--- config.mk ---
export PLATFORM = sky130hd
export DESIGN_NAME = nbgs_ctrl
export DESIGN_NICKNAME = d
export VERILOG_FILES = /design/src/rtl/nbgs_pkg.sv /design/src/rtl/nbgs_ctrl.sv
export VERILOG_INCLUDE_DIRS = /design/src /design/src/rtl
export SDC_FILE = /design/constraint.sdc
export NUM_CORES = 1
export LEC_CHECK = 0
export ABC_AREA = 1
export BUFFER_PORTS_ARGS = -buffer_cell sky130_fd_sc_hd__buf_4
export CAP_MARGIN = 10
export CORE_AREA = 5 5 42 44
export CTS_CLUSTER_DIAMETER = 100
export CTS_CLUSTER_SIZE = 28
export DETAILED_ROUTE_END_ITERATION = 12
export DIE_AREA = 0 0 47 49
export PLACE_DENSITY = 0.43
export REMOVE_ABC_BUFFERS = 1
export SETUP_SLACK_MARGIN = 0.4
export SLEW_MARGIN = 20
export SYNTH_ARGS = -nofsm -noshare
export SYNTH_HDL_FRONTEND = slang
export SYNTH_SLANG_ARGS = --single-unit
--- constraint.sdc ---
create_clock -name clk -period 2.6 [get_ports clk]
set_input_delay 0.13 -clock clk [delete_from_list [all_inputs] [get_ports clk]]
set_output_delay 0.13 -clock clk [all_outputs]
set_load 0.02 [all_outputs]
--- src/rtl/nearest_brightness_glyph_search_unit_defines.svh ---
// assertion macros shared by the glyph search rtl
`ifndef NEAREST_BRIGHTNESS_GLYPH_SEARCH_UNIT_DEFINES_SVH
`define NEAREST_BRIGHTNESS_GLYPH_SEARCH_UNIT_DEFINES_SVH
`ifndef SYNTHESIS
`define NBGS_ASSERT_IMPL(label, ante, cons) \
  label: assert property (@(posedge clk) disable iff (rst) (ante) |-> (cons)) \
    else $error("nbgs: same-cycle check failed");
`define NBGS_ASSERT_NEXT(label, ante, cons) \
  label: assert property (@(posedge clk) disable iff (rst) (ante) |=> (cons)) \
    else $error("nbgs: next-cycle check failed");
`else
`define NBGS_ASSERT_IMPL(label, ante, cons)
`define NBGS_ASSERT_NEXT(label, ante, cons)
`endif
`endif

--- src/rtl/nbgs_pkg.sv ---
// shared constants, opcodes and controller/datapath interface types
package nbgs_pkg;

  localparam int TABLE_DEPTH = 256;
  localparam int ADDR_W      = $clog2(TABLE_DEPTH);
  localparam int CNT_W       = $clog2(TABLE_DEPTH + 1);
  localparam int CODE_W      = 21;
  localparam int LUM_W       = 16;

  localparam logic [CODE_W-1:0] SPACE_CODE = CODE_W'(32);
  localparam logic [LUM_W-1:0]  FULL_SCALE = {LUM_W{1'b1}};

  typedef enum logic [1:0] {
    OP_QUERY  = 2'd0,
    OP_APPEND = 2'd1,
    OP_CLEAR  = 2'd2
  } opcode_t;

  // commands from controller to datapath
  typedef struct packed {
    logic query_load;
    logic append;
    logic clear;
    logic search_step;
    logic pick_load;
    logic cur_hold;
    logic decide;
    logic result_load;
  } nbgs_cmd_t;

  // status from datapath to controller
  typedef struct packed {
    logic count_zero;
    logic search_last;
  } nbgs_sts_t;

endpackage

--- src/rtl/nbgs_ctrl.sv ---
// sequencing state machine for append, clear and query items
`include "nearest_brightness_glyph_search_unit_defines.svh"
module nbgs_ctrl (
  input  logic              clk,
  input  logic              rst,
  input  logic              start,
  input  logic [1:0]        opcode,
  input  nbgs_pkg::nbgs_sts_t sts,
  output nbgs_pkg::nbgs_cmd_t cmd,
  output logic              busy,
  output logic              done
);
  import nbgs_pkg::*;

  typedef enum logic [2:0] {
    S_IDLE,
    S_SRCH_RD,
    S_SRCH_CMP,
    S_RD_CUR,
    S_RD_PREV,
    S_DECIDE,
    S_FINISH
  } state_t;

  state_t state;
  state_t state_next;
  logic   accept;

  assign accept = start && (state == S_IDLE);
  assign busy   = (state != S_IDLE);

  // command decode and next state
  always_comb begin
    cmd        = '0;
    state_next = state;
    unique case (state)
      S_IDLE: begin
        if (accept) begin
          case (opcode)
            OP_QUERY: begin
              cmd.query_load = 1'b1;
              state_next     = sts.count_zero ? S_FINISH : S_SRCH_RD;
            end
            OP_APPEND: cmd.append = 1'b1;
            OP_CLEAR:  cmd.clear  = 1'b1;
            default: ;
          endcase
        end
      end
      S_SRCH_RD: state_next = S_SRCH_CMP;
      S_SRCH_CMP: begin
        cmd.search_step = 1'b1;
        state_next      = sts.search_last ? S_RD_CUR : S_SRCH_RD;
      end
      S_RD_CUR: begin
        cmd.pick_load = 1'b1;
        state_next    = S_RD_PREV;
      end
      S_RD_PREV: begin
        cmd.cur_hold = 1'b1;
        state_next   = S_DECIDE;
      end
      S_DECIDE: begin
        cmd.decide = 1'b1;
        state_next = S_FINISH;
      end
      S_FINISH: begin
        cmd.result_load = 1'b1;
        state_next      = S_IDLE;
      end
      default: state_next = S_IDLE;
    endcase
  end

  // state and result strobe
  always_ff @(posedge clk) begin
    if (rst) begin
      state <= S_IDLE;
      done  <= 1'b0;
    end else begin
      state <= state_next;
      done  <= (state == S_FINISH);
    end
  end

  `NBGS_ASSERT_IMPL(a_done_idle, done, !busy)
  `NBGS_ASSERT_IMPL(a_done_after_finish, done, $past(state) == S_FINISH)
  `NBGS_ASSERT_NEXT(a_query_busy, start && !busy && (opcode == OP_QUERY), busy)

endmodule

==> summary.txt, run 1 <==
Run status
  – Outcome: completed

GRT
  – Met1 Use GR: 0.0875
  – Total grt overflow: 0
  – Grt met3 use: 0.0590
  – Most used routing layer: met2
  – Wire length of the first global-routing pass: ~1200 um
  – Number of global-route vias before repair: 329
  – Initial antenna violation count: 0
  – GRT Overall Usage: 0.0717
  – Met2 Use GR: 0.0973
  – Largest net degree at the start of global routing: 7

Logic synthesis
  – Ys Warns: 0
  – Cell variety after synth: 13
  – Cells after Synth: 44
  – FF+latch count, synth: 4
  – Synthesized area: 270 sq um
  – Avg Synthesized Cell Area: just over 6 sq um
  – Register area share after synthesis: 0.296

Routing
  – DRT antenna net count: 0
  – Total wire length: between 700 and 800 um
  – Vias: around 320
  – Avg WL per Cell: between 8 and 9 um
  – DR iter-0 viols: 7
  – Drt first pass iters: 4
  – DRC: 0
  – Vias per cell: 4.10

Worst hold path
  – Hold Crit Class: in -> reg
  – Cells on Worst Hold Path: 2

STA
  – # setup viols final: 0
  – Clk_skew: 0.00292 ns
  – Max-slew violations: 0
  – Hold Fails Final Rpt: 0
  – Sum Neg Setup Slack: 0 ns
  – Fin crit period: about 1.4 ns
  – Worst slew margin: 0.838
  – Fin crit share: 0.534
  – Fmax: about 0.72 GHz
  – Slew @ Worst Pin: between 0.2 and 0.25 ns
  – RSZ-0062 raised after global routing: false

CTS
  – CTS Hold Bufs: 0
  – Root Buffer Master: clkbuf_4
  – Reg clk slew, reported paths: roughly 0.040 ns
  – Max Buffers Root-to-Sink: 2
  – CTS sink cnt: 4
  – Total CTS buffers: 3
  – # Post-CTS Setup Buffers: 0
  – Post-CTS Resized: 0
  – CTS tree: yes
  – H-tree Lvls: 1
  – Skew-Pair Late Insertion Delay: 0.23 ns

Setup path
  – CP startpoint: state[1]
  – Reg-to-Reg End: state[1]
  – Crit path to: cmd[5]
  – Critical Path RT: ~2.5 ns
  – FF-to-FF path depth: 6
  – WS Path Type: reg -> out
  – Critical Path AT: between 1 and 1.5 ns
  – Critical R2R Launch: state[1]
  – Worst R2R Setup Slack: between 1.5 and 2 ns
  – Startpoint types: flip-flop
  – Critical Path End Type: primary output
  – CP max FO: 6

Power
  – Sw frac: 0.355
  – Clock power share: 0.311
  – Overall power: 0.240 mW
  – Leakage: approximately 0.26 nW
  – Total net switching power: between 0.08 and 0.09 mW
  – Seq pwr share: 0.306
  – Power Internal: roughly 0.15 mW
  – Combinational power share: 0.383
  – Maximum vdd drop: around 0.00026 V
  – Pwr dens: 554 nW/um^2

Placed design
  – Port Buffer Count: 16
  – GPL Wtd Cong: between 0.7 and 0.8
  – DP Wirelength: around 590 um
  – Placed inst area: 410 sq um
  – Placed cells: 76

Die
  – Vert. Die Dim: a little under 50 um
  – Cell row count: 14
  – Die area: 2300 sq um
  – Starting Density: 0.193
  – CORE AREA: around 1400 sq um
  – Die Wd: about 47 um
  – IO Count: 17

Layout
  – Ant. Diodes: 0
  – Post-Layout Cell Count: 79
  – Commonest non-fill, non-tap cell in the layout: buf_4
  – Most frequent cells in the layout: 16 x buf_4, 8 x nor2_1, 7 x inv_1, 6 x nand2_1, 5 x nand2_2
  – Fin util: 0.309
  – Filler cell count: roughly 160
  – Final nets: slightly above 70
  – Synth-to-Final Area Change: 60.2%
  – Final Cell Area: 433 sq um
  – Layout cell share with drive strength beyond 1: 0.476

Job
  – Max Cap Viol: 0
-- power by group through the flow --
| stage | Combinational (mW) | Sequential [mW] | Clock (mW) |
|---|---|---|---|
| final | 0.0918 | 0.0734 | 0.0745 |
| after global routing | 0.105 | 0.0741 | 0.0863 |
| after CTS | 0.0933 | 0.0734 | 0.0807 |
| after global placement | 0.0939 | 0.0746 | 0 |
| after detailed placement | 0.0929 | 0.0745 | 0 |
| after floorplan | 0.0609 | 0.0729 | 0 |
-- how the worst min path moves through the flow --
stage	slack [ns]	end	startpoint
floorplan	0.21	done	rst
global placement	0.32	done	rst
detailed placement	0.32	done	rst
CTS	0.07	done	rst
global route	0.07	done	rst
finish	0.08	done	rst
-- layer usage --
layer,share of wire,vias to the layer above,wire length [um]
li1,-,174,-
met1,0.43,135,304
met2,0.43,15,305
met3,0.14,0,96
met4,0,0,0
met5,0,-,0
-- critical path, cell delays in order (launching register included) --
cell,delay (ns)
dfxtp_1,0.35
inv_2,0.12
nand2_2,0.07
nor2_2,0.15
nand2_2,0.09
nor3_2,0.10
buf_4,0.16
-- Yosys cell counts, drive strengths merged --
cell    n  share of area
nor4    1          0.023
nand3   4          0.074
nand4   1          0.023
nand2  11           0.20
inv    10           0.14
nor2    9           0.13
nor3    3          0.093
dfxtp   4           0.30
a21oi   1          0.019
-- through the flow --
step	worst slack (ns)	hold WS, ns
after floorplan	1.40	0.209
after global placement	1.44	0.322
after detailed placement	1.44	0.317
after CTS	1.19	0.0658
after global routing	1.10	0.0708
final	1.21	0.0802
-- state kept, by name, indices dropped and copies added, names as in the netlist --
signal  count
done        1
state       3
-- logic make-up after synthesis --
family | after synthesis | share of synthesized area
simple gates | 29 | 0.546
compound gates | 1 | 0.0185
buf+inv | 10 | 0.139
flops | 4 | 0.296
-- area by class of cell --
| cell class | instances | area (sq um) | share of cell area |
|---|---|---|---|
| Tap cell | 16 | 20.0 | 0.0462 |
| Multi-Input combinational cell | 30 | 153 | 0.353 |
| Clock buffer | 3 | 22.5 | 0.0520 |
| Inverter | 10 | 37.5 | 0.0867 |
| Timing Repair Buffer | 16 | 120 | 0.277 |
| Sequential cell | 4 | 80.1 | 0.185 |
(Power assumes the default switching activity.)
==> inputs of run 2 (changes only) <==
ABC_AREA = 0   (was 1)
PLACE_DENSITY = 0.47   (was 0.43)
clock period = 1.4 ns   (was 2.6 ns; I/O delays follow)
==> run 2 against run 1 <==
Net effect:
- sequential power grew 120%
- largest power group unchanged
- routed wire length grew 27%
- utilization up 14 points
- power rose to 2.8 times the previous value
- via count increased by 3.7%
- die area is the same
- worst setup slack worse by 1.1 ns
==> summary.txt, run 2 <==
Power
  – Pwr dens: around 1000 nW/um^2
  – Power Internal: 0.423 mW
  – Maximum vdd drop: 0.000322 V
  – Clock power share: 0.214
  – Sw frac: 0.358
  – Total net switching power: roughly 0.24 mW
  – Seq pwr share: 0.246
  – Leakage: 0.274 nW
  – Combinational power share: 0.540

Setup path
  – Slowest CP cell: dfxtp_4
  – Crit path depth: 4
  – CP max FO: 2
  – CP peak stage delay: between 0.3 and 0.4 ns
  – FF-to-FF path depth: 6
  – Critical Path RT: about 1.3 ns
  – WS Path Type: reg -> out
  – Critical Path AT: approximately 1.2 ns
  – Startpoint types: flip-flop
  – Critical Path End Type: primary output
  – Buf+Inv Stages, Crit Path: 1
  – Worst path top cell family by delay: simple AND/OR/NAND/NOR gates
  – Cell-by-cell trace of the critical path: nor3_4, nand2_2, nor3b_2, buf_4

STA
  – Fin crit share: 0.911
  – Fin crit period: 1.28 ns
  – Worst slew margin: 0.837
  – Hold Fails Final Rpt: 0
  – Fmax: slightly below 0.8 GHz
  – RSZ-0062 raised after global routing: true
  – Clk_skew: between 0.001 and 0.0015 ns
  – Slew @ Worst Pin: about 0.24 ns
  – # setup viols final: 0
  – Max-slew violations: 0
  – Sum Neg Setup Slack: 0 ns
  – Final worst slack: between 0.1 and 0.15 ns

Routing
  – Avg WL per Cell: around 12 um
  – Total wire length: approximately 900 um
  – Vias: between 300 and 400
  – Vias per cell: approximately 4.5
  – Drt first pass iters: 2
  – DR iter-0 viols: 8
  – DRT antenna net count: 0
  – DRC: 0

Die
  – Vert. Die Dim: a little under 50 um
  – Starting Density: 0.224
  – Cell row count: 14
  – IO Count: 17
  – Die area: 2300 sq um
  – CORE AREA: approximately 1400 sq um
  – Die Wd: between 40 and 50 um

Layout
  – Final Cell Area: between 600 and 700 sq um
  – Biggest regs: state (3), done (1)
  – Filler cell count: about 150
  – Largest register FFs: 3
  – Register Area: 91.3 sq um
  – Synth-to-Final Area Change: 102%
  – Layout cell share with drive strength beyond 1: 0.828
  – Ant. Diodes: 0
  – Post-Layout Cell Count: 74
  – Area occupied by multi-input gates: 259 sq um
  – Most frequent cells in the layout: 13 x buf_4, 7 x buf_6, 3 x nor3b_2, 3 x clkbuf_4, 3 x dfxtp_4
  – Final nets: 67
  – Commonest non-fill, non-tap cell in the layout: buf_4
  – Reg with most FFs: state

Logic synthesis
  – Post-synth top area share: 0.255
  – Post-synth EDFFs: 0
  – Synth Flop Type: dfxtp_1
  – Register area share after synthesis: 0.255
  – Most common cell in the netlist: dfxtp_1
  – Area leader, netlist: dfxtp_1
  – Cell variety after synth: 22
  – Avg Synthesized Cell Area: ~9 sq um
  – Synth async-reset ratio: 0
  – Post-synth top cells: 4 x dfxtp_1, 3 x inv_1, 3 x nand2_1, 3 x nor2_1, 3 x nor3b_2
  – Ys Warns: 0
  – Synthesized area: around 310 sq um
  – FF+latch count, synth: 4
  – Cells after Synth: 35
  – Synth area leaders: dfxtp_1 25%, nor3b_2 12%, nor3b_4 6.0%, nor3_4 5.2%, a2111oi_2 4.8%

CTS
  – CTS sink cnt: 4
  – H-tree Lvls: 1
  – CTS tree: yes
  – Total CTS buffers: 3
  – Root Buffer Master: clkbuf_4
  – Skew-Pair Late Insertion Delay: 0.23 ns
  – Max Buffers Root-to-Sink: 2
  – Reg clk slew, reported paths: about 0.040 ns
  – CTS Hold Bufs: 0

Run status
  – Outcome: completed

GRT
  – Number of global-route vias before repair: 315
  – GRT Overall Usage: 0.0803
  – Met2 Use GR: 0.118
  – Initial antenna violation count: 0
  – Most used routing layer: met2
  – Total grt overflow: 0
  – Largest net degree at the start of global routing: 10
  – Grt met3 use: 0.0369
  – Met1 Use GR: 0.0881
  – Wire length of the first global-routing pass: between 1000 and 1500 um

Job
  – Max Cap Viol: 0

Placed design
  – Port Buffer Count: 16
  – Placed cells: 64
  – Placed inst area: 430 sq um
  – GPL Wtd Cong: about 0.63
  – Pre-CTS WS: around 0.23 ns
  – DP Wirelength: ~560 um

Worst hold path
  – Hold Crit Class: in -> reg
  – Cells on Worst Hold Path: 2
run 2: worst paths after layout:
check	from	slack [ns]	end
max	state[2]	0.12	cmd[6]
min	rst	0.03	state[2]
max reg2reg	state[2]	0.18	state[0]
min reg2reg	state[1]	0.55	state[2]
run 2: area by class of cell:
type | count | share of cell area
clock buffer | 3 | 0.0354
inverter | 3 | 0.0177
multi-input combinational | 25 | 0.407
sequential | 4 | 0.144
tap | 16 | 0.0315
timing repair buffer | 23 | 0.364
run 2: repair_timing:
action,4_1_cts,5_1_grt
gates resized for setup,14,20
pin swaps,3,6
cloned,0,1
setup endpoints to repair,12,12
buffers inserted,3,3
run 2: metal layers:
layer  vias up  part of all wire
li1        166                 -
met1       157              0.38
met2        11              0.51
met3         2             0.089
met4         0             0.011
met5         -                 0
run 2: power groups by stage:
stage | sequential (mW) | clock (mW) | combinational [mW]
CTS | 0.156 | 0.151 | 0.262
global route | 0.164 | 0.155 | 0.383
global placement | 0.170 | 0 | 0.195
floorplan | 0.162 | 0 | 0.121
detailed placement | 0.171 | 0 | 0.193
finish | 0.162 | 0.141 | 0.356
run 2: cell families (layout without fill, tap and decap cells):
| family | after synthesis | in the layout | synth area share |
|---|---|---|---|
| buffers and inverters | 6 | 29 | 0.112 |
| and+or+nand+nor | 18 | 18 | 0.450 |
| AOI/OAI and AO/OA | 7 | 7 | 0.183 |
| DFF | 4 | 4 | 0.255 |
run 2: metrics by stage:
stage	utilization	hold slack, ns	total power [mW]
after floorplan	-	0.136	0.283
after global placement	0.307	0.280	0.365
after detailed placement	0.307	0.276	0.364
after CTS	0.368	0.0174	0.569
after global routing	0.454	0.0433	0.703
final	0.454	0.0319	0.660
run 2: worst register-to-register path: cells and delay by family, from the launching register on:
kind / cells / cell delay (ns)
AND/OR/NAND/NOR: 1 / 0.11
AO/OA/AOI/OAI: 2 / 0.25
buffers and inverters: 3 / 0.39
flip-flops: 1 / 0.35
==> inputs of run 3 (changes only) <==
PLACE_DENSITY = unset   (was 0.47)
==> run 3 against run 2 <==
Net effect:
- design area down 3.3%
- utilization shrank 1.5 points
- routed wire length increased by 4.2%
- combinational power is 4% lower
- cell count grew 5.4%
- global-route usage is 0.48 points higher
- first-iteration DRC count shrank 88%
- power decreased by 3.4%
==> summary.txt, run 3 (synthesized netlist as in run 2, its figures left out) <==
Setup path
  – Worst path top cell family by delay: simple AND/OR/NAND/NOR gates
  – Critical Path AT: approximately 1.2 ns
  – Buf+Inv Stages, Crit Path: 1
  – CP max FO: 2
  – Critical Path End Type: primary output
  – Cell-by-cell trace of the critical path: nor3_4, nand2_2, nor3b_2, buf_4
  – Startpoint types: flip-flop
  – CP peak stage delay: roughly 0.35 ns
  – Critical Path RT: between 1 and 1.5 ns
  – WS Path Type: reg -> out
  – Slowest CP cell: dfxtp_4

CTS
  – CTS tree: yes
  – CTS sink cnt: 4
  – Total CTS buffers: 3
  – CTS Hold Bufs: 0
  – H-tree Lvls: 1
  – Skew-Pair Late Insertion Delay: roughly 0.23 ns
  – Max Buffers Root-to-Sink: 2
  – Root Buffer Master: clkbuf_4
  – Reg clk slew, reported paths: roughly 0.040 ns

GRT
  – Grt met3 use: 0.0517
  – Met1 Use GR: 0.0899
  – Largest net degree at the start of global routing: 10
  – Number of global-route vias before repair: ~330
  – Initial antenna violation count: 0
  – Wire length of the first global-routing pass: between 1000 and 1500 um
  – Total grt overflow: 0
  – Met2 Use GR: 0.122
  – GRT Overall Usage: 0.0852
  – Most used routing layer: met2

Power
  – Pwr dens: about 1000 nW/um^2
  – Maximum vdd drop: between 0.0003 and 0.0004 V
  – Seq pwr share: 0.244
  – Total net switching power: approximately 0.23 mW
  – Power Internal: slightly above 0.4 mW
  – Leakage: 0.288 nW
  – Combinational power share: 0.534
  – Sw frac: 0.357
  – Clock power share: 0.222

Routing
  – Vias per cell: 4.42
  – Vias: between 300 and 400
  – Avg WL per Cell: ~12 um
  – DRC: 0
  – Total wire length: a little over 900 um
  – Drt first pass iters: 2
  – DRT antenna net count: 0
  – DR iter-0 viols: 1

STA
  – Fmax: about 0.81 GHz
  – Slew @ Worst Pin: 0.277 ns
  – Clk_skew: between 0.0015 and 0.002 ns
  – Sum Neg Setup Slack: 0 ns
  – Worst slew margin: 0.815
  – Hold Fails Final Rpt: 0
  – Max-slew violations: 0
  – RSZ-0062 raised after global routing: true
  – Fin crit share: 0.884
  – Fin crit period: approximately 1.2 ns
  – # setup viols final: 0

Die
  – CORE AREA: 1400 sq um
  – IO Count: 17
  – Vert. Die Dim: about 49 um
  – Cell row count: 14
  – Starting Density: 0.224
  – Die Wd: about 47 um
  – Die area: about 2300 sq um

Run status
  – Outcome: completed

Layout
  – Commonest non-fill, non-tap cell in the layout: buf_4
  – Final nets: slightly above 70
  – Final Cell Area: roughly 610 sq um
  – Biggest regs: state (3), done (1)
  – Ant. Diodes: 0
  – Filler cell count: 146
  – Synth-to-Final Area Change: 95.6%
  – Largest register FFs: 3
  – Reg with most FFs: state
  – Most frequent cells in the layout: 21 x buf_4, 6 x buf_6, 4 x nor3b_2, 3 x clkbuf_4, 3 x dfxtp_4
  – Layout cell share with drive strength beyond 1: 0.806

Placed design
  – DP Wirelength: 554 um
  – Placed inst area: roughly 430 sq um
  – Port Buffer Count: 16
  – GPL Wtd Cong: ~0.66

Job
  – Max Cap Viol: 0

Worst hold path
  – Hold Crit Class: in -> reg
-- run 3: final timing paths --
kind | startpoint | to | slack (ns) | cells past startpoint
hold / removal | rst | state[2] | 0.03 | 2
setup reg to reg | state[2] | state[0] | 0.25 | 5
hold reg to reg | state[1] | state[0] | 0.62 | 2
setup / recovery | state[0] | cmd[5] | 0.16 | 4
-- run 3: worst reg2reg max path, delay by kind of cell (launching register included) --
family / cells / cell delay [ns]
AO/OA/AOI/OAI: 2 / 0.37
buffers and inverters: 2 / 0.26
flip-flops: 1 / 0.36
AND/OR/NAND/NOR: 1 / 0.04
-- run 3: metrics by stage --
stage               instances  power (mW)  hold WS, ns  worst slack [ns]   util
floorplan                  32       0.283        0.136             0.205      -
global placement           64       0.362        0.275             0.242  0.307
detailed placement         64       0.363        0.274             0.229  0.307
CTS                        73       0.605       0.0161             0.139  0.396
global route               78       0.693       0.0174            0.0640  0.438
finish                     78       0.637       0.0313             0.162  0.438
-- run 3: cell type report --
type                    count  area [sq um]  share of cell area
repair buffers             27           225               0.367
clock buffers               3          22.5              0.0367
multi-input cells          25           244               0.397
inverters                   3          11.3              0.0183
flip-flops and latches      4          91.3               0.149
well taps                  16          20.0              0.0326
-- run 3: power by group through the flow --
stage	registers, mW	clock network [mW]	logic, mW
floorplan	0.162	0	0.121
finish	0.156	0.142	0.340
detailed placement	0.171	0	0.192
global route	0.157	0.170	0.366
global placement	0.170	0	0.192
CTS	0.157	0.149	0.299
-- run 3: what timing repair did --
item,in CTS,in global routing
gates resized for setup,19,6
buffers inserted,6,5
pin swaps,5,3
endpoints found under the setup margin,12,12
gates cloned,0,0
-- run 3: routing by layer --
| layer | routed length (um) | vias up |
|---|---|---|
| met3 | 89 | 0 |
| li1 | - | 174 |
| met2 | 472 | 14 |
| met4 | 0 | 0 |
| met1 | 372 | 157 |
| met5 | 0 | - |
